<file path="src/hdl/signed_radix_digit_add_sub_top_defines.svh">
`ifndef SIGNED_RADIX_DIGIT_ADD_SUB_TOP_DEFINES_SVH
`define SIGNED_RADIX_DIGIT_ADD_SUB_TOP_DEFINES_SVH

// Check that cons holds in the same cycle as ante.
`define SRDA_ASSERT_NOW(lbl, ante, cons, msg) \
  lbl: assert property (@(posedge clk_i) disable iff (!rst_ni) (ante) |-> (cons)) \
    else $error(msg);

// Check that cons holds in the cycle after ante.
`define SRDA_ASSERT_NEXT(lbl, ante, cons, msg) \
  lbl: assert property (@(posedge clk_i) disable iff (!rst_ni) (ante) |=> (cons)) \
    else $error(msg);

`endif

</file>
<file path="src/hdl/srda_pkg.sv">
package srda_pkg;

  localparam int DigitW      = 6;
  localparam int MaxDigitsDef = 32;

  localparam logic [DigitW-1:0] RadixReset = 6'd19;
  localparam logic [DigitW-1:0] RadixMin   = 6'd2;
  localparam logic [DigitW-1:0] RadixMax   = 6'd36;

  typedef logic [DigitW-1:0] digit_t;

  // Control of the shared digit unit
  typedef struct packed {
    logic sub;  // 1: x - y - cin, 0: x + y + cin
    logic cin;  // incoming carry or borrow
  } unit_ctl_t;

endpackage

</file>
<file path="src/hdl/srda_digit_unit.sv">
module srda_digit_unit (
  input  srda_pkg::digit_t    x_i,
  input  srda_pkg::digit_t    y_i,
  input  srda_pkg::digit_t    radix_i,
  input  srda_pkg::unit_ctl_t ctl_i,
  output srda_pkg::digit_t    d_o,
  output logic                co_o
);

  logic [srda_pkg::DigitW:0] sum;
  logic [srda_pkg::DigitW:0] sub_amt;
  logic [srda_pkg::DigitW:0] x_ext;
  logic [srda_pkg::DigitW:0] r_ext;
  logic [srda_pkg::DigitW:0] res;

  // One radix digit add or subtract with carry/borrow
  always_comb begin
    x_ext   = {1'b0, x_i};
    r_ext   = {1'b0, radix_i};
    sum     = x_ext + {1'b0, y_i} + {{srda_pkg::DigitW{1'b0}}, ctl_i.cin};
    sub_amt = {1'b0, y_i} + {{srda_pkg::DigitW{1'b0}}, ctl_i.cin};
    if (!ctl_i.sub) begin
      if (sum >= r_ext) begin
        res  = sum - r_ext;
        co_o = 1'b1;
      end else begin
        res  = sum;
        co_o = 1'b0;
      end
    end else begin
      if (x_ext >= sub_amt) begin
        res  = x_ext - sub_amt;
        co_o = 1'b0;
      end else begin
        res  = x_ext + r_ext - sub_amt;
        co_o = 1'b1;
      end
    end
    d_o = res[srda_pkg::DigitW-1:0];
  end

endmodule

</file>
<file path="src/hdl/signed_radix_digit_add_sub_top.sv">
// Channel   Dir  tdata (low bit up)           tuser (low bit up)          tlast
// s_axis    in   digit_a[5:0] digit_b[11:6]   func[0] neg_a[1] neg_b[2]   last pair
// m_axis    out  digit[5:0]                   negative[0] bad_input[1]    last_res
// cfg       in   radix[5:0] on cfg_we_i
//
// Loading accepts one digit pair per cycle. After the last pair, the stored pairs
// pass through the shared digit unit for the magnitude compare (opposite effective
// signs only) and then for the add or subtract pass. Each result digit then goes
// through a result memory read state and an output state that holds through any
// stall on m_axis; an error result goes out the cycle after the last pair.
// s_axis_tready is high only while loading. Reset clears all control state; the
// digit memories need no clearing.
`include "signed_radix_digit_add_sub_top_defines.svh"

module signed_radix_digit_add_sub_top #(
  parameter int MAX_DIGITS = srda_pkg::MaxDigitsDef
) (
  input  logic        clk_i,
  input  logic        rst_ni,
  input  logic        cfg_we_i,
  input  logic [5:0]  cfg_wdata_i,    // radix
  input  logic        s_axis_tvalid,
  output logic        s_axis_tready,
  input  logic [15:0] s_axis_tdata,   // digit_a[5:0], digit_b[11:6], zero fill
  input  logic [2:0]  s_axis_tuser,   // func[0], neg_a[1], neg_b[2]
  input  logic        s_axis_tlast,
  output logic        m_axis_tvalid,
  input  logic        m_axis_tready,
  output logic [7:0]  m_axis_tdata,   // digit[5:0], zero fill
  output logic [1:0]  m_axis_tuser,   // negative[0], bad_input[1]
  output logic        m_axis_tlast
);

  localparam int CW = $clog2(MAX_DIGITS + 1);
  localparam int AW = $clog2(MAX_DIGITS);
  localparam logic [CW-1:0] MaxCnt = CW'(MAX_DIGITS);

  localparam logic [2:0] S_LOAD  = 3'd0;
  localparam logic [2:0] S_CMP   = 3'd1;
  localparam logic [2:0] S_ARITH = 3'd2;
  localparam logic [2:0] S_EMRD  = 3'd3;
  localparam logic [2:0] S_EMOUT = 3'd4;

  logic [2:0]  state_q, state_d;
  logic [CW-1:0] cnt_q, cnt_d;
  logic          err_q, err_d;
  srda_pkg::digit_t max_q, max_d;
  srda_pkg::digit_t radix_q;
  logic [CW-1:0] n_q, n_d;
  logic          neg_a_q, neg_a_d;
  logic          neg_eb_q, neg_eb_d;
  logic          add_q, add_d;
  logic          swap_q, swap_d;
  logic          iss_q, iss_d;
  logic [AW-1:0] iss_addr_q, iss_addr_d;
  logic          rd_vld_q, rd_vld_d;
  logic [AW-1:0] rd_idx_q, rd_idx_d;
  logic          carry_q, carry_d;
  logic          nz_q, nz_d;
  logic [CW-1:0] first_nz_q, first_nz_d;
  logic [CW-1:0] emit_idx_q, emit_idx_d;
  logic          out_neg_q, out_neg_d;
  logic          out_bad_q, out_bad_d;
  logic          out_last_q, out_last_d;
  srda_pkg::digit_t out_digit_q;

  srda_pkg::digit_t a_mem [MAX_DIGITS];
  srda_pkg::digit_t b_mem [MAX_DIGITS];
  srda_pkg::digit_t r_mem [MAX_DIGITS];
  srda_pkg::digit_t rd_a_q, rd_b_q;

  srda_pkg::digit_t digit_a, digit_b, r_eff, mx, u_x, u_y, u_d;
  srda_pkg::unit_ctl_t u_ctl;
  logic          u_co;
  logic          in_acc, room, bad_now, pass_end;
  logic          sum_nz;
  logic [CW-1:0] last_idx, emit_m1, cnt_inc;

  assign digit_a = s_axis_tdata[5:0];
  assign digit_b = s_axis_tdata[11:6];
  assign in_acc  = s_axis_tvalid && s_axis_tready;
  assign room    = (cnt_q < MaxCnt);
  assign cnt_inc = cnt_q + CW'(1);
  assign last_idx = n_q - CW'(1);
  assign emit_m1  = emit_idx_q - CW'(1);
  assign pass_end = rd_vld_q && (rd_idx_q == '0);

  // Clamp radix into the legal range
  always_comb begin
    if (radix_q < srda_pkg::RadixMin) begin
      r_eff = srda_pkg::RadixMin;
    end else if (radix_q > srda_pkg::RadixMax) begin
      r_eff = srda_pkg::RadixMax;
    end else begin
      r_eff = radix_q;
    end
  end

  // Track the largest stored digit for the range check
  always_comb begin
    mx = max_q;
    if (room) begin
      if (digit_a > mx) mx = digit_a;
      if (digit_b > mx) mx = digit_b;
    end
    bad_now = err_q || !room || (mx >= r_eff);
  end

  // Shared digit unit: compare pass subtracts a - b for its final borrow
  always_comb begin
    u_x       = swap_q ? rd_b_q : rd_a_q;
    u_y       = swap_q ? rd_a_q : rd_b_q;
    u_ctl.sub = (state_q == S_CMP) || !add_q;
    u_ctl.cin = carry_q;
  end

  srda_digit_unit u_unit (
    .x_i     (u_x),
    .y_i     (u_y),
    .radix_i (r_eff),
    .ctl_i   (u_ctl),
    .d_o     (u_d),
    .co_o    (u_co)
  );

  // Sequencer
  always_comb begin
    state_d    = state_q;
    cnt_d      = cnt_q;
    err_d      = err_q;
    max_d      = max_q;
    n_d        = n_q;
    neg_a_d    = neg_a_q;
    neg_eb_d   = neg_eb_q;
    add_d      = add_q;
    swap_d     = swap_q;
    iss_d      = iss_q;
    iss_addr_d = iss_addr_q;
    rd_vld_d   = 1'b0;
    rd_idx_d   = rd_idx_q;
    carry_d    = carry_q;
    nz_d       = nz_q;
    first_nz_d = first_nz_q;
    emit_idx_d = emit_idx_q;
    out_neg_d  = out_neg_q;
    out_bad_d  = out_bad_q;
    out_last_d = out_last_q;
    sum_nz     = 1'b0;

    // Issue one read per cycle, most significant address last
    if (iss_q) begin
      rd_vld_d = 1'b1;
      rd_idx_d = iss_addr_q;
      if (iss_addr_q == '0) begin
        iss_d = 1'b0;
      end else begin
        iss_addr_d = iss_addr_q - AW'(1);
      end
    end

    case (state_q)
      S_LOAD: begin
        if (in_acc) begin
          if (room) begin
            cnt_d = cnt_inc;
            max_d = mx;
          end else begin
            err_d = 1'b1;
          end
          if (s_axis_tlast) begin
            cnt_d    = '0;
            err_d    = 1'b0;
            max_d    = '0;
            n_d      = cnt_inc;
            neg_a_d  = s_axis_tuser[1];
            neg_eb_d = s_axis_tuser[2] ^ s_axis_tuser[0];
            add_d    = (s_axis_tuser[1] == (s_axis_tuser[2] ^ s_axis_tuser[0]));
            swap_d   = 1'b0;
            carry_d  = 1'b0;
            nz_d     = 1'b0;
            if (bad_now) begin
              out_neg_d  = 1'b0;
              out_bad_d  = 1'b1;
              out_last_d = 1'b1;
              state_d    = S_EMOUT;
            end else begin
              out_bad_d  = 1'b0;
              iss_d      = 1'b1;
              iss_addr_d = cnt_q[AW-1:0];
              state_d    = add_d ? S_ARITH : S_CMP;
            end
          end
        end
      end
      S_CMP: begin
        if (rd_vld_q) carry_d = u_co;
        if (pass_end) begin
          swap_d     = u_co;
          carry_d    = 1'b0;
          iss_d      = 1'b1;
          iss_addr_d = last_idx[AW-1:0];
          state_d    = S_ARITH;
        end
      end
      S_ARITH: begin
        if (rd_vld_q) begin
          carry_d = u_co;
          if (u_d != '0) begin
            nz_d       = 1'b1;
            first_nz_d = CW'(rd_idx_q) + CW'(1);
          end
        end
        if (pass_end) begin
          // Pick the first digit to send and the sign
          if (add_q && u_co) begin
            emit_idx_d = '0;
            sum_nz     = 1'b1;
          end else if (nz_d) begin
            emit_idx_d = first_nz_d;
            sum_nz     = 1'b1;
          end else begin
            emit_idx_d = n_q;
          end
          out_neg_d = sum_nz && ((add_q || !swap_q) ? neg_a_q : neg_eb_q);
          state_d   = S_EMRD;
        end
      end
      S_EMRD: begin
        out_last_d = (emit_idx_q == n_q);
        state_d    = S_EMOUT;
      end
      S_EMOUT: begin
        if (m_axis_tready) begin
          if (out_last_q) begin
            state_d = S_LOAD;
          end else begin
            emit_idx_d = emit_idx_q + CW'(1);
            state_d    = S_EMRD;
          end
        end
      end
      default: begin
        state_d = S_LOAD;
      end
    endcase
  end

  // Control registers
  always_ff @(posedge clk_i or negedge rst_ni) begin
    if (!rst_ni) begin
      state_q    <= S_LOAD;
      cnt_q      <= '0;
      err_q      <= 1'b0;
      max_q      <= '0;
      radix_q    <= srda_pkg::RadixReset;
      n_q        <= '0;
      neg_a_q    <= 1'b0;
      neg_eb_q   <= 1'b0;
      add_q      <= 1'b0;
      swap_q     <= 1'b0;
      iss_q      <= 1'b0;
      iss_addr_q <= '0;
      rd_vld_q   <= 1'b0;
      rd_idx_q   <= '0;
      carry_q    <= 1'b0;
      nz_q       <= 1'b0;
      first_nz_q <= '0;
      emit_idx_q <= '0;
      out_neg_q  <= 1'b0;
      out_bad_q  <= 1'b0;
      out_last_q <= 1'b0;
    end else begin
      state_q    <= state_d;
      cnt_q      <= cnt_d;
      err_q      <= err_d;
      max_q      <= max_d;
      if (cfg_we_i) radix_q <= cfg_wdata_i;
      n_q        <= n_d;
      neg_a_q    <= neg_a_d;
      neg_eb_q   <= neg_eb_d;
      add_q      <= add_d;
      swap_q     <= swap_d;
      iss_q      <= iss_d;
      iss_addr_q <= iss_addr_d;
      rd_vld_q   <= rd_vld_d;
      rd_idx_q   <= rd_idx_d;
      carry_q    <= carry_d;
      nz_q       <= nz_d;
      first_nz_q <= first_nz_d;
      emit_idx_q <= emit_idx_d;
      out_neg_q  <= out_neg_d;
      out_bad_q  <= out_bad_d;
      out_last_q <= out_last_d;
    end
  end

  // Digit memories and the registered output digit
  always_ff @(posedge clk_i) begin
    if (in_acc && room) begin
      a_mem[cnt_q[AW-1:0]] <= digit_a;
      b_mem[cnt_q[AW-1:0]] <= digit_b;
    end
    if (iss_q) begin
      rd_a_q <= a_mem[iss_addr_q];
      rd_b_q <= b_mem[iss_addr_q];
    end
    if ((state_q == S_ARITH) && rd_vld_q) begin
      r_mem[rd_idx_q] <= u_d;
    end
    if (state_q == S_EMRD) begin
      out_digit_q <= (emit_idx_q == '0) ? srda_pkg::digit_t'(1) : r_mem[emit_m1[AW-1:0]];
    end else if (in_acc && s_axis_tlast && bad_now) begin
      out_digit_q <= '0;
    end
  end

  assign s_axis_tready = (state_q == S_LOAD);
  assign m_axis_tvalid = (state_q == S_EMOUT);
  assign m_axis_tdata  = {2'b00, out_digit_q};
  assign m_axis_tuser  = {out_bad_q, out_neg_q};
  assign m_axis_tlast  = out_last_q;

  `SRDA_ASSERT_NOW(a_no_overlap, m_axis_tvalid, !s_axis_tready, "input taken while result pending")
  `SRDA_ASSERT_NOW(a_err_single, m_axis_tvalid && m_axis_tuser[1],
                   m_axis_tlast && (m_axis_tdata == 8'd0) && !m_axis_tuser[0],
                   "error result malformed")
  `SRDA_ASSERT_NOW(a_cnt_range, 1'b1, cnt_q <= MaxCnt, "digit count overflow")
  `SRDA_ASSERT_NEXT(a_back_to_load, m_axis_tvalid && m_axis_tready && m_axis_tlast,
                    s_axis_tready, "not ready after final result")

endmodule

</file>
<file path="config.mk">
export PLATFORM = sky130hd
export DESIGN_NAME = signed_radix_digit_add_sub_top
export DESIGN_NICKNAME = d
export VERILOG_FILES = /design/src/hdl/srda_pkg.sv /design/src/hdl/srda_digit_unit.sv /design/src/hdl/signed_radix_digit_add_sub_top.sv
export VERILOG_INCLUDE_DIRS = /design/src /design/src/hdl
export SDC_FILE = /design/constraint.sdc
export NUM_CORES = 1
export LEC_CHECK = 0
export BUFFER_PORTS_ARGS = -buffer_cell sky130_fd_sc_hd__clkbuf_2
export CAP_MARGIN = 20
export CORE_MARGIN = 1.5
export CORE_UTILIZATION = 63
export CTS_CLUSTER_SIZE = 40
export DETAILED_ROUTE_END_ITERATION = 16
export PLACE_DENSITY = 0.8
export SLEW_MARGIN = 20
export SYNTH_ARGS = -nofsm -noshare
export SYNTH_HDL_FRONTEND = slang
export SYNTH_HIERARCHICAL = 1
export SYNTH_SLANG_ARGS = --single-unit
</file>
<file path="constraint.sdc">
create_clock -name clk_i -period 7.3 [get_ports clk_i]
set_input_delay 1.095 -clock clk_i [delete_from_list [all_inputs] [get_ports clk_i]]
set_output_delay 1.095 -clock clk_i [all_outputs]
set_load 0.02 [all_outputs]
</file>
==> impl_summary.log <==
INFO  metric run_status = completed
INFO  metric firstDrtPassIters = 7
INFO  metric relSlewSlack = 0.276
INFO  metric worst_slew_pin_slew = 1080 ps
INFO  metric async_flop_share = 0.0931
INFO  metric first_global_vias = 15447
INFO  metric grt_antenna_before_repair = 3
INFO  metric clk-insertion-delay-late = 650 ps
INFO  metric avgRoutedWirePerCell = 27.9 um
INFO  metric layout_commonest_cell = edfxtp_1
INFO  metric post_synth.cell_area_avg = 17.6 um^2
INFO  metric achievable-frequency = 160 MHz
INFO  metric die-height = 216 um
INFO  metric nNetsFinal = 1770
INFO  metric final.period_utilization = 0.855
INFO  metric synth_cell_types = 76
INFO  metric clkSlewWorstSetupHoldPaths = 60 ps
INFO  metric design.portCount = 44
INFO  metric gr-usage-all-layers = 0.286
INFO  metric r2r.worst_path.cells = 17
INFO  metric ant_nets = 0
INFO  metric worst_hold_path_type = register to register
INFO  metric routed_via_density = 6.61
INFO  metric placement_rows = 77
INFO  metric post_synth_instance_area = 0.0285 mm^2
INFO  metric synthFlopType = edfxtp_1
INFO  metric tritoncts.num_buffers = 60
INFO  metric end_kind = register
INFO  metric clkSinkCount = 655
INFO  metric detailedRoute.firstIterationViolations = 1655
INFO  metric setup-violations-final = 0
INFO  metric worst_r2r_startpoint = swap_q
INFO  metric postRouteWirelength = 64.6 mm
INFO  metric hold_path_depth = 2
INFO  metric final_core_util = 0.706
INFO  metric diodes = 0
INFO  metric yosys_warnings = 6
INFO  metric crit_arrival = 6750 ps
INFO  metric maxcap_violations = 0
INFO  metric grt_setup_unrepaired = no
INFO  metric final_slew_violations = 0
INFO  metric maximum_number_of_pins_on_one_net_before_global_route_repair = 73
INFO  metric die_w = 216 um
INFO  metric root_buffer = clkbuf_16
INFO  metric r2r-end = first_nz_q[5]
INFO  metric top_library_cells_by_usage_in_the_layout_fill_and_taps_aside = edfxtp_1, mux4_2, nor2_1
INFO  metric vias = 15307
INFO  metric gp_congestion = 0.906
INFO  metric design.core.area = 0.0444 mm^2
INFO  metric dieArea = 0.0466 mm^2
INFO  metric area_growth_syn_to_layout = 9.98%
INFO  metric final_layout_size_suffix_gt1_frac = 0.249
INFO  metric final.min_clock_period = 6240 ps
INFO  metric syn_inst = 1618
INFO  metric cts_buffer_depth = 3
INFO  metric grt_pass1_wl = 97.5 mm
INFO  metric portBuffers = 37
INFO  metric cts_tree = yes
INFO  metric fraction_of_the_yosys_area_taken_by_sequential_cells = 0.679
INFO  metric timing.critical_path.required = 7810 ps
INFO  metric globalRoute.totalOverflow = 0
INFO  metric critPathLaunchType = input pin
INFO  metric start_util = 0.642
INFO  metric report.final.hold_viol_count = 0
INFO  metric clock-skew-final = 37.6 ps
INFO  metric detailedPlacementHpwl = 40.2 mm
INFO  metric fin_setup_tns = 0 ps
INFO  metric post_cts_resized = 0
INFO  metric crit_type = input pin to register
INFO  metric synth_enable_flop_cells = 594
INFO  metric cts_hold_bufs = 0
INFO  metric hold_path_startpoint = neg_a_q
INFO  metric regToRegSetupSlack = 1090 ps
INFO  metric synth_seq_cells = 655
INFO  metric min_to = neg_a_q
INFO  metric cp_max_fo = 13
INFO  metric drc = 0
INFO  metric clock_tree.htree_level_count = 2
INFO  metric post_cts.repair.setup_buffers = 0
==> synth_stat cells, types with 16 or more instances <==
| library cell | number | area, um^2 |
|---|---|---|
| ha_1 | 55 | 688 |
| nand3_1 | 20 | 100 |
| o21ai_0 | 53 | 265 |
| xnor2_1 | 23 | 201 |
| mux4_2 | 178 | 4010 |
| dfrtp_1 | 58 | 1450 |
| nor3_1 | 23 | 115 |
| mux2_2 | 42 | 473 |
| nand2_1 | 72 | 270 |
| clkbuf_1 | 44 | 165 |
| nor2_1 | 106 | 398 |
| a21oi_1 | 33 | 165 |
| inv_1 | 56 | 210 |
| a21o_1 | 16 | 120 |
| edfxtp_1 | 594 | 17800 |
| buf_4 | 17 | 128 |
==> state kept, by name, summed over array words and instances, names as in the netlist, 6 cells and up <==
signal       flops
rd_b_q           6
b_mem          192
n_q              6
rd_a_q           6
first_nz_q       6
radix_q          6
cnt_q            6
r_mem          192
out_digit_q      6
emit_idx_q       6
a_mem          192
max_q            6
==> how the worst max path moves through the flow <==
stage          depth (start not counted)            end  slack (ps)             from
4_1_cts                               21   m_axis_tlast        1010  s_axis_tdata[3]
3_3_place_gp                          21   m_axis_tlast         520  s_axis_tdata[3]
6_report                              21   m_axis_tlast        1060  s_axis_tdata[3]
2_1_floorplan                         21  iss_addr_q[0]        1380  s_axis_tdata[3]
5_1_grt                               19  emit_idx_q[0]         680           swap_q
3_5_place_dp                          21   m_axis_tlast         350  s_axis_tdata[3]
==> cell type report <==
type                    count  area, um^2
clock inverters            32         330
repair buffers             77         485
clock buffers              80        1600
multi-input cells         824        8630
well taps                 592         741
flip-flops and latches    655       19400
fillers                  2648       13000
inverters                  57         214
==> kinds of logic (layout without fill, tap and decap cells) <==
family,after synthesis,after routing,synth area share
fa+ha+maj,64,64,0.0304
other cells,1,2,0.000131
simple gates,284,284,0.0468
mux,233,233,0.162
compound gates,206,206,0.0488
buf+inv,140,246,0.0217
xor+xnor,35,35,0.0114
flops,655,655,0.679
==> critical path, cell delays in order <==
cell and delay, ps:
clkbuf_2 160, ha_1 320, a21o_1 120, a21o_1 120, a221oi_1 80, a31oi_1 730, mux2_2 420, ha_1 170
nor2b_1 130, o21a_1 120, o21bai_1 60, buf_4 160, a21o_1 290, and2_0 310, a221o_1 360, ha_1 310
a2111oi_0 420, nand2_1 160, a21oi_1 490, o21ai_1 390, o22a_1 310
==> metrics by stage <==
step	hold slack, ps	cell area, um^2	setup WS, ps	cells
after floorplan	444	28500	1380	1619
after global placement	459	29300	521	2198
after detailed placement	466	29400	352	2204
after CTS	482	31300	1010	2316
after global routing	512	31400	681	2317
final	481	31400	1060	2317
==> per-layer routing <==
layer  wire, um  vias up  track usage
met2      31500      782        0.462
met5         28        -            0
met4       2170        4       0.0958
li1           -     6582            -
met1      25100     7812        0.397
met3       5790      127       0.0574
Power is left out: the tool's default activity adds up to more than one toggle a clock period on the data nets, which glitch-free logic cannot reach.
